**config.mk**
```make
export PLATFORM = sky130hd
export DESIGN_NAME = spin_motion_sleep_detector
export DESIGN_NICKNAME = d
export VERILOG_FILES = /design/src/smsd_pkg.sv /design/src/spin_motion_sleep_detector.sv /design/src/smsd_regs.sv /design/src/smsd_ctrl.sv /design/src/smsd_dp.sv
export SDC_FILE = /design/constraint.sdc
export NUM_CORES = 2
export LEC_CHECK = 0
export BUFFER_PORTS_ARGS = -buffer_cell sky130_fd_sc_hd__buf_2
export CELL_PAD_IN_SITES_DETAIL_PLACEMENT = 0
export CELL_PAD_IN_SITES_GLOBAL_PLACEMENT = 2
export CORE_MARGIN = 3
export CORE_UTILIZATION = 30
export DETAILED_ROUTE_END_ITERATION = 6
export PLACE_DENSITY_LB_ADDON = 0.1
export SLEW_MARGIN = 25
export SYNTH_ARGS = -nofsm -noshare
export SYNTH_HDL_FRONTEND = slang
export SYNTH_SLANG_ARGS = --single-unit
```
**constraint.sdc**
```tcl
create_clock -name clk -period 18.1 [get_ports clk]
set_input_delay 1.81 -clock clk [delete_from_list [all_inputs] [get_ports clk]]
set_output_delay 1.81 -clock clk [all_outputs]
set_load 0.02 [all_outputs]
```
**src/smsd_pkg.sv**
```systemverilog
// ----------------------------------------------------------------------------
// smsd_pkg
// Shared types and constants of the spin motion and sleep detector.
// ----------------------------------------------------------------------------
package smsd_pkg;

  // Fixed-point coefficients, Q1.15
  localparam int COEF_TORQUE = 287;    // 0.008748
  localparam int COEF_NEW    = 31130;  // 0.95
  localparam int COEF_OLD    = 1638;   // 0.05
  localparam int ROUND_Q15   = 16384;

  // Rate-of-change scale and sleep jump
  localparam int USEC_SCALE = 1000000;
  localparam int SLEEP_JUMP = 10;

  // Quotient bits of the rate-of-change divide (|d| * 1e6 < 2^35)
  localparam int DIV_BITS = 35;

  // Register indexes on the configuration port
  localparam logic [1:0] REG_AIRBORNE   = 2'd0;
  localparam logic [1:0] REG_SLEEP      = 2'd1;
  localparam logic [1:0] REG_STAT_RESET = 2'd2;

  typedef enum logic [2:0] {
    ST_IDLE,
    ST_PREP,
    ST_DIV,
    ST_ACCEL,
    ST_SCALE,
    ST_MNEW,
    ST_MOLD,
    ST_FIN
  } state_t;

  // Controller to datapath
  typedef struct packed {
    logic load;
    logic prep;
    logic div_step;
    logic accel_ld;
    logic scale;
    logic mnew;
    logic mold;
    logic fin;
  } cmd_t;

  // Datapath to controller
  typedef struct packed {
    logic dt_zero;
    logic div_done;
    logic out_free;
  } stat_t;

  // Configuration thresholds
  typedef struct packed {
    logic [15:0] airborne_threshold;
    logic [15:0] sleep_threshold;
    logic [15:0] stationary_reset;
  } cfg_t;

endpackage

```
**src/spin_motion_sleep_detector.sv**
```systemverilog
// ----------------------------------------------------------------------------
// spin_motion_sleep_detector
// Gyro torque estimate with motion and sleep detection.
// ----------------------------------------------------------------------------
// One sample (rate_sample, time_us) is taken at a time and yields one result
// word. A sample with a nonzero time delta passes through the accept step, a
// setup step, the bit-serial restoring divider that forms |d| * 1e6 / dt (one
// quotient bit per cycle), then saturation, the torque scale, the two filter
// products and the commit. A sample with a zero time delta skips the divider
// and the saturation step. The result sits in an output register, so the
// block takes the next sample while the previous word still waits; it holds
// only when a new result is ready and the old one has not yet been taken.
// Thresholds are written through the APB-style port; the user must write them
// only while no sample is in flight; the block itself does not enforce it.
module spin_motion_sleep_detector import smsd_pkg::*; (
  input  logic               clk,
  input  logic               rst,
  // Sample input
  input  logic               in_valid,
  output logic               in_stall,
  input  logic signed [15:0] rate_sample,
  input  logic [31:0]        time_us,
  // Result output
  output logic               out_valid,
  input  logic               out_stall,
  output logic signed [31:0] torque_est,
  output logic               is_moving,
  output logic               sleep_active,
  output logic               motion_mode,
  output logic [15:0]        still_count,
  // Configuration port
  input  logic               psel,
  input  logic               penable,
  input  logic               pwrite,
  input  logic [3:0]         paddr,
  input  logic [31:0]        pwdata,
  output logic [31:0]        prdata,
  output logic               pready
);

  cmd_t  cmd;
  stat_t stat;
  cfg_t  cfg;

  smsd_regs u_regs (
    .clk     (clk),
    .rst     (rst),
    .psel    (psel),
    .penable (penable),
    .pwrite  (pwrite),
    .paddr   (paddr),
    .pwdata  (pwdata),
    .prdata  (prdata),
    .pready  (pready),
    .cfg     (cfg)
  );

  smsd_ctrl u_ctrl (
    .clk      (clk),
    .rst      (rst),
    .in_valid (in_valid),
    .in_stall (in_stall),
    .stat     (stat),
    .cmd      (cmd)
  );

  smsd_dp u_dp (
    .clk          (clk),
    .rst          (rst),
    .cmd          (cmd),
    .stat         (stat),
    .cfg          (cfg),
    .rate_sample  (rate_sample),
    .time_us      (time_us),
    .out_valid    (out_valid),
    .out_stall    (out_stall),
    .torque_est   (torque_est),
    .is_moving    (is_moving),
    .sleep_active (sleep_active),
    .motion_mode  (motion_mode),
    .still_count  (still_count)
  );

endmodule

```
**src/smsd_regs.sv**
```systemverilog
// ----------------------------------------------------------------------------
// smsd_regs
// Configuration register file behind the APB-style port.
// ----------------------------------------------------------------------------
module smsd_regs import smsd_pkg::*; (
  input  logic        clk,
  input  logic        rst,
  input  logic        psel,
  input  logic        penable,
  input  logic        pwrite,
  input  logic [3:0]  paddr,
  input  logic [31:0] pwdata,
  output logic [31:0] prdata,
  output logic        pready,
  output cfg_t        cfg
);

  logic wr_en;

  assign pready = 1'b1;
  assign wr_en  = psel && penable && pwrite && pready;

  // Write thresholds
  always_ff @(posedge clk) begin
    if (rst) begin
      cfg.airborne_threshold <= 16'd3200;
      cfg.sleep_threshold    <= 16'd100;
      cfg.stationary_reset   <= 16'd1000;
    end else if (wr_en) begin
      unique case (paddr[3:2])
        REG_AIRBORNE:   cfg.airborne_threshold <= pwdata[15:0];
        REG_SLEEP:      cfg.sleep_threshold    <= pwdata[15:0];
        REG_STAT_RESET: cfg.stationary_reset   <= pwdata[15:0];
        default: ;
      endcase
    end
  end

  // Read back
  always_comb begin
    unique case (paddr[3:2])
      REG_AIRBORNE:   prdata = {16'd0, cfg.airborne_threshold};
      REG_SLEEP:      prdata = {16'd0, cfg.sleep_threshold};
      REG_STAT_RESET: prdata = {16'd0, cfg.stationary_reset};
      default:        prdata = 32'd0;
    endcase
  end

endmodule

```
**src/smsd_ctrl.sv**
```systemverilog
// ----------------------------------------------------------------------------
// smsd_ctrl
// Sequencer that steps one sample through the datapath.
// ----------------------------------------------------------------------------
module smsd_ctrl import smsd_pkg::*; (
  input  logic  clk,
  input  logic  rst,
  input  logic  in_valid,
  output logic  in_stall,
  input  stat_t stat,
  output cmd_t  cmd
);

  state_t state, state_next;

  always_ff @(posedge clk) begin
    if (rst) begin
      state <= ST_IDLE;
    end else begin
      state <= state_next;
    end
  end

  // Next state
  always_comb begin
    state_next = state;
    unique case (state)
      ST_IDLE:  if (in_valid) state_next = ST_PREP;
      ST_PREP:  state_next = stat.dt_zero ? ST_SCALE : ST_DIV;
      ST_DIV:   if (stat.div_done) state_next = ST_ACCEL;
      ST_ACCEL: state_next = ST_SCALE;
      ST_SCALE: state_next = ST_MNEW;
      ST_MNEW:  state_next = ST_MOLD;
      ST_MOLD:  state_next = ST_FIN;
      ST_FIN:   if (stat.out_free) state_next = ST_IDLE;
      default:  state_next = ST_IDLE;
    endcase
  end

  // Commands
  always_comb begin
    cmd      = '0;
    in_stall = (state != ST_IDLE);
    unique case (state)
      ST_IDLE:  cmd.load     = in_valid;
      ST_PREP:  cmd.prep     = 1'b1;
      ST_DIV:   cmd.div_step = 1'b1;
      ST_ACCEL: cmd.accel_ld = 1'b1;
      ST_SCALE: cmd.scale    = 1'b1;
      ST_MNEW:  cmd.mnew     = 1'b1;
      ST_MOLD:  cmd.mold     = 1'b1;
      ST_FIN:   cmd.fin      = stat.out_free;
      default: ;
    endcase
  end

  // A zero time delta never enters the divider
  a_div_nonzero: assert property (@(posedge clk) disable iff (rst)
    state == ST_DIV |-> !stat.dt_zero)
    else $error("divider running with zero time delta");

  // Hold the final step while the output word is still waiting
  a_fin_hold: assert property (@(posedge clk) disable iff (rst)
    state == ST_FIN && !stat.out_free |=> state == ST_FIN)
    else $error("final step left with output slot busy");

endmodule

```
**src/smsd_dp.sv**
```systemverilog
// ----------------------------------------------------------------------------
// smsd_dp
// Datapath: rate change, bit-serial divide, torque filter, stillness counter.
// ----------------------------------------------------------------------------
module smsd_dp import smsd_pkg::*; (
  input  logic               clk,
  input  logic               rst,
  input  cmd_t               cmd,
  output stat_t              stat,
  input  cfg_t               cfg,
  input  logic signed [15:0] rate_sample,
  input  logic [31:0]        time_us,
  output logic               out_valid,
  input  logic               out_stall,
  output logic signed [31:0] torque_est,
  output logic               is_moving,
  output logic               sleep_active,
  output logic               motion_mode,
  output logic [15:0]        still_count
);

  localparam logic signed [40:0] K_TORQUE = 41'(COEF_TORQUE);
  localparam logic signed [47:0] K_NEW    = 48'(COEF_NEW);
  localparam logic signed [47:0] K_OLD    = 48'(COEF_OLD);
  localparam logic [34:0]        K_USEC   = 35'(USEC_SCALE);

  // Saturate a wide signed value to 32 bits
  function automatic logic signed [31:0] sat32(input logic signed [48:0] v);
    logic signed [48:0] hi;
    logic signed [48:0] lo;
    hi = 49'sh0_7FFF_FFFF;
    lo = -49'sh0_8000_0000;
    if (v > hi) begin
      sat32 = 32'sh7FFF_FFFF;
    end else if (v < lo) begin
      sat32 = 32'sh8000_0000;
    end else begin
      sat32 = v[31:0];
    end
  endfunction

  // Kept across samples
  logic [31:0]        prev_time;
  logic [15:0]        prev_abs;
  logic signed [31:0] accel;
  logic signed [31:0] torque_f;
  logic [15:0]        still_cnt;
  logic               mode_reg;

  // Per-sample working registers
  logic [15:0]        abs_rate;
  logic               d_neg;
  logic [15:0]        d_mag;
  logic [31:0]        dt;
  logic [34:0]        quo;
  logic [31:0]        rem;
  logic [5:0]         div_cnt;
  logic signed [31:0] raw;
  logic signed [47:0] p_new;
  logic signed [47:0] p_old;

  // Accept-cycle arithmetic
  logic [15:0] abs_in;
  logic [16:0] d_in;
  logic [16:0] d_abs;

  assign abs_in = rate_sample[15] ? (16'(~rate_sample) + 16'd1) : 16'(rate_sample);
  assign d_in   = {1'b0, abs_in} - {1'b0, prev_abs};
  assign d_abs  = d_in[16] ? (~d_in + 17'd1) : d_in;

  // Divide step
  logic [32:0] shifted;
  logic [33:0] trial;

  assign shifted = {rem, quo[DIV_BITS-1]};
  assign trial   = {1'b0, shifted} - {2'b00, dt};

  // Torque scale and filter
  logic signed [40:0] scale_prod;
  logic signed [40:0] scale_shr;
  logic signed [48:0] filt_sum;
  logic signed [48:0] filt_shr;
  logic signed [31:0] torque_next;

  assign scale_prod  = 41'(accel) * K_TORQUE + 41'sd4;
  assign scale_shr   = scale_prod >>> 3;
  assign filt_sum    = 49'(p_new) + 49'(p_old) + 49'(ROUND_Q15);
  assign filt_shr    = filt_sum >>> 15;
  assign torque_next = sat32(filt_shr);

  // Stillness counter
  logic        moving;
  logic [15:0] cnt_inc;
  logic [15:0] cnt_base;
  logic        sleep_on;
  logic [15:0] cnt_next;

  always_comb begin
    moving   = abs_rate > cfg.airborne_threshold;
    cnt_inc  = still_cnt + 16'd1;
    cnt_base = (cnt_inc > cfg.stationary_reset) ? 16'd0 : cnt_inc;
    sleep_on = 1'b0;
    cnt_next = cnt_inc;
    if (moving) begin
      cnt_next = 16'd0;
    end else if (cnt_inc > cfg.sleep_threshold) begin
      cnt_next = cnt_base + 16'(SLEEP_JUMP);
      sleep_on = 1'b1;
    end
  end

  // Latch sample, advance history
  always_ff @(posedge clk) begin
    if (rst) begin
      prev_time <= 32'd0;
      prev_abs  <= 16'd0;
    end else if (cmd.load) begin
      prev_time <= time_us;
      prev_abs  <= abs_in;
    end
  end

  always_ff @(posedge clk) begin
    if (cmd.load) begin
      abs_rate <= abs_in;
      d_neg    <= d_in[16];
      d_mag    <= d_abs[15:0];
      dt       <= time_us - prev_time;
    end
  end

  // Bit-serial restoring divide of |d| * 1e6 by dt
  always_ff @(posedge clk) begin
    if (cmd.prep) begin
      quo     <= {19'd0, d_mag} * K_USEC;
      rem     <= 32'd0;
      div_cnt <= 6'd0;
    end else if (cmd.div_step) begin
      div_cnt <= div_cnt + 6'd1;
      if (!trial[33]) begin
        rem <= trial[31:0];
        quo <= {quo[DIV_BITS-2:0], 1'b1};
      end else begin
        rem <= shifted[31:0];
        quo <= {quo[DIV_BITS-2:0], 1'b0};
      end
    end
  end

  // Signed, saturated rate of change; held when dt is zero
  always_ff @(posedge clk) begin
    if (rst) begin
      accel <= 32'sd0;
    end else if (cmd.accel_ld) begin
      if (!d_neg) begin
        accel <= (quo > 35'h0_7FFF_FFFF) ? 32'sh7FFF_FFFF : quo[31:0];
      end else begin
        accel <= (quo > 35'h0_8000_0000) ? 32'sh8000_0000 : (~quo[31:0] + 32'd1);
      end
    end
  end

  // Torque products
  always_ff @(posedge clk) begin
    if (cmd.scale) begin
      raw <= sat32(49'(scale_shr));
    end
    if (cmd.mnew) begin
      p_new <= 48'(raw) * K_NEW;
    end
    if (cmd.mold) begin
      p_old <= 48'(torque_f) * K_OLD;
    end
  end

  // Commit state at the final step
  always_ff @(posedge clk) begin
    if (rst) begin
      torque_f  <= 32'sd0;
      still_cnt <= 16'd0;
      mode_reg  <= 1'b0;
    end else if (cmd.fin) begin
      torque_f  <= torque_next;
      still_cnt <= cnt_next;
      if (!sleep_on) begin
        mode_reg <= moving;
      end
    end
  end

  // Output word register
  always_ff @(posedge clk) begin
    if (rst) begin
      out_valid <= 1'b0;
    end else if (cmd.fin) begin
      out_valid <= 1'b1;
    end else if (!out_stall) begin
      out_valid <= 1'b0;
    end
  end

  always_ff @(posedge clk) begin
    if (cmd.fin) begin
      torque_est   <= torque_next;
      is_moving    <= moving;
      sleep_active <= sleep_on;
      motion_mode  <= sleep_on ? mode_reg : moving;
      still_count  <= cnt_next;
    end
  end

  assign stat.dt_zero  = (dt == 32'd0);
  assign stat.div_done = (div_cnt == 6'(DIV_BITS - 1));
  assign stat.out_free = !out_valid || !out_stall;

  // Partial remainder stays below the divisor
  a_rem_bound: assert property (@(posedge clk) disable iff (rst)
    cmd.div_step |-> rem < dt)
    else $error("divider remainder out of range");

  // A moving word clears the counter and never raises sleep
  a_moving_clear: assert property (@(posedge clk) disable iff (rst)
    out_valid && is_moving |-> still_count == 16'd0 && !sleep_active)
    else $error("moving word with counter or sleep set");

endmodule

```
==> impl_metrics.py <==
metrics = {
    "run_status": {
        "status": "completed",
    },
    "worst_hold_path": {
        "holdPathStages": 2,
        "worstHoldPathType": "flop to flop",
        "min-delay-start": "u_dp.prev_time[16]",
        "min_to": "u_dp.prev_time[16]",
    },
    "final_layout": {
        "largest_reg_flops": 48,
        "reg_top3": "u_regs.cfg x48, u_dp.p_new x47, u_dp.p_old x43",
        "fillers": 18280,
        "final_cell_mix": "inv_1 (941), ha_1 (710), fa_1 (524), nand2_1 (463), a21oi_1 (344)",
        "nets": 7088,
        "final_layout_size_suffix_gt1_share_pct": 5.874,
        "layout_commonest_cell": "inv_1",
        "regMostFlops": "u_regs.cfg",
        "synthToLayoutAreaGrowth_pct": 10.73,
    },
    "synthesis": {
        "synth_area_um2": 53000,
        "yosysSeqAreaShare_pct": 23.63,
        "synth_ff_type": "edfxtp_1",
        "synth-warning-count": 0,
        "ys_ff_latch": 492,
        "ys_types": 89,
        "synth-edff-count": 267,
        "avgSynthCellArea_um2": 9.364,
        "synth-async-reset-ratio_pct": 0,
        "syn_inst": 5660,
    },
    "flow_run": {
        "drv_cap": 0,
    },
    "setup_path": {
        "r2r-start": "u_dp.accel[26]",
        "end_kind": "flop",
        "path_cells": "fa_1 > ha_1 > fa_1 > fa_1 > inv_1 > fa_1 > inv_1 > ha_1 > nand2_1 > o21ai_0 > nor4b_1 > a32o_1 > nor3_1 > a41o_1 > a2111o_1 > nand3_1 > a41oi_4 > o21ai_0",
        "startpoint_type": "flop",
        "r2r_setup_slack_ps": 10510,
        "cp.buffers_inverters": 2,
        "slowest_delay_ps": 870,
        "critical_path_class": "flop to flop",
        "rr_endpoint": "u_dp.raw[26]",
        "cp_slowest_cell": "a41oi_4",
        "crit_path_frequent_cell": "fa_1",
        "startpoint": "u_dp.accel[26]",
        "required_ps": 18410,
        "critPathArrivalTime_ps": 7900,
        "critPathMaxFanout": 31,
        "critPathTopFamily": "adder cells",
        "rr_worst_depth": 18,
    },
    "placement": {
        "io_buffers": 141,
        "pre_cts_ws_ps": 10510,
        "hpwl_um": 126800,
        "gp_congestion": 0.8082,
    },
    "clock_tree": {
        "cts_setup_buffers": 0,
        "cts_root_buffer": "clkbuf_16",
        "postCtsHoldBufs": 0,
        "clk_latency_ps": 690,
        "clockBufferDepth": 3,
        "cts_made_buffers": 72,
        "cts_tree": "built",
        "clock_sinks": 492,
        "cts-htree-levels": 3,
        "cts.repair.resized": 0,
        "clkTransAtPathRegs_ps": 50,
    },
    "power_and_ir_drop": {
        "p_total_mw": 9.527,
        "vdd_drop_max_mv": 0.3423,
        "p_leak_nw": 27.00,
        "power_density_nw_per_um2": 162.3,
    },
    "sta": {
        "hold_viol_final": 0,
        "rsz0062_at_grt": "false",
        "fin_ws_ps": 10510,
        "fin_crit_ps": 7589,
        "drv_slew": 0,
        "fmax_ghz": 0.1318,
        "setup_viol": 0,
        "finalClockSkew_ps": 43.80,
        "tightest_slew_ps": 986.2,
        "fin_crit_sh_pct": 41.93,
        "max-slew-margin-rel_pct": 34.04,
        "fin_tns_setup_ps": 0,
    },
    "global_route": {
        "grt_pass1_vias": 41910,
        "gr-total-overflow": 0,
        "grt_antenna_before_repair": 14,
        "grt_use_total_pct": 17.50,
        "grt_max_degree": 78,
        "grt_pass1_wl_um": 248400,
    },
    "drt": {
        "dr.pass1.iters": 7,
        "drc_errors": 0,
        "routed_wl_um": 156700,
        "drt_iter0_markers": 1828,
        "wl_per_cell_um": 19.22,
        "dr_total_vias": 39640,
        "ant_nets": 0,
        "viasPerCell": 4.863,
    },
    "floorplanning": {
        "dieArea_um2": 181800,
        "die_h_um": 426.3,
        "core_region_area_um2": 174800,
        "die_w_um": 426.3,
        "ios": 177,
        "num_rows": 153,
        "start_util_pct": 30.33,
    },
}
==> metal layers <==
| layer | up-vias | part of all wire (%) | track usage (%) |
|---|---|---|---|
| met3 | 162 | 2.3 | 2.022 |
| li1 | 19620 | - | - |
| met4 | 2 | 2.3 | 3.995 |
| met5 | - | 0.0083 | 0 |
| met1 | 19450 | 46 | 22.81 |
| met2 | 408 | 50 | 30.86 |
==> logic make-up (layout without fill, tap and decap cells) <==
family / Yosys count / count (layout) / share of synthesized area (%)
multiplexers: 52 / 52 / 0.9868
buffers and inverters: 1106 / 1253 / 8.000
AND/OR/NAND/NOR: 1227 / 1227 / 10.85
AO/OA/AOI/OAI: 1273 / 1273 / 15.44
XOR/XNOR: 274 / 274 / 4.528
other: 2 / 22 / 0.01417
adder cells (fa/ha/maj): 1234 / 1234 / 36.55
flip-flops: 492 / 492 / 23.63
==> stage by stage <==
stage | instances | utilization (%) | hold slack, ps | area [µm²]
detailed placement | 8014 | 32.23 | 446.3 | 56330
CTS | 8147 | 33.57 | 454.5 | 58680
finish | 8152 | 33.58 | 453.0 | 58690
global placement | 8014 | 32.23 | 442.2 | 56330
floorplan | 5675 | - | 436.3 | 53060
global route | 8150 | 33.58 | 468.8 | 58680
==> tightest hold or removal path, delay by kind of cell (launching register included) <==
kind            cells  cell delay (ps)
simple gates        1               50
flops               1              300
compound gates      1               50
==> worst max path at each step <==
stage | endpoint | slack, ps | cells past startpoint
3_5_place_dp | u_dp.p_new[44] | 10510 | 22
6_report | u_dp.raw[26] | 10510 | 18
4_1_cts | u_dp.p_new[44] | 10470 | 22
3_3_place_gp | u_dp.p_new[44] | 10480 | 22
2_1_floorplan | u_dp.p_new[44] | 11600 | 19
5_1_grt | u_dp.raw[26] | 10090 | 18
==> power breakdown <==
part | internal (mW) | switching (mW) | total [mW]
logic | 2.78 | 3.68 | 6.45
registers | 1.47 | 0.180 | 1.65
clock network | 0.825 | 0.601 | 1.43
==> layout make-up <==
type	count	area, µm²	area share [%]
Multi-Input combinational cell	4077	36370	61.97
Sequential cell	492	12520	21.34
Inverter	943	3543	6.038
Tap cell	2325	2909	4.957
Clock buffer	91	1893	3.226
Timing Repair Buffer	177	982.2	1.674
Clock inverter	42	454.2	0.7739
Antenna cell	5	12.51	0.02132
==> cells in the mapped netlist, types with 13 or more instances <==
| master | number | area share [%] |
|---|---|---|
| inv_1 | 942 | 6.7 |
| ha_1 | 710 | 17 |
| fa_1 | 524 | 20 |
| nand2_1 | 466 | 3.3 |
| a21oi_1 | 345 | 3.3 |
| o21ai_0 | 298 | 2.8 |
| nor2_1 | 294 | 2.1 |
| edfxtp_1 | 267 | 15 |
| dfxtp_1 | 225 | 8.5 |
| xnor2_1 | 187 | 3.1 |
| clkbuf_1 | 128 | 0.91 |
| a21o_1 | 107 | 1.5 |
| a211oi_1 | 89 | 1.3 |
| xor2_1 | 87 | 1.4 |
| nor3_1 | 80 | 0.76 |
| nand3_1 | 73 | 0.69 |
| nand4_1 | 64 | 0.76 |
| o21a_1 | 58 | 0.82 |
| mux2i_1 | 50 | 0.94 |
| o31ai_1 | 44 | 0.62 |
| o211ai_1 | 43 | 0.61 |
| and3_1 | 39 | 0.46 |
| o21bai_1 | 36 | 0.51 |
| a221oi_1 | 35 | 0.58 |
| a31oi_1 | 35 | 0.41 |
| nand2b_1 | 34 | 0.40 |
| nor2b_1 | 32 | 0.38 |
| nor4_1 | 30 | 0.35 |
| or3_1 | 22 | 0.26 |
| a21boi_0 | 19 | 0.27 |
| buf_4 | 18 | 0.25 |
| and2_1 | 17 | 0.20 |
| a22o_1 | 13 | 0.21 |
| or2_2 | 13 | 0.15 |
No activity file was read; power rests on OpenSTA's default activity.
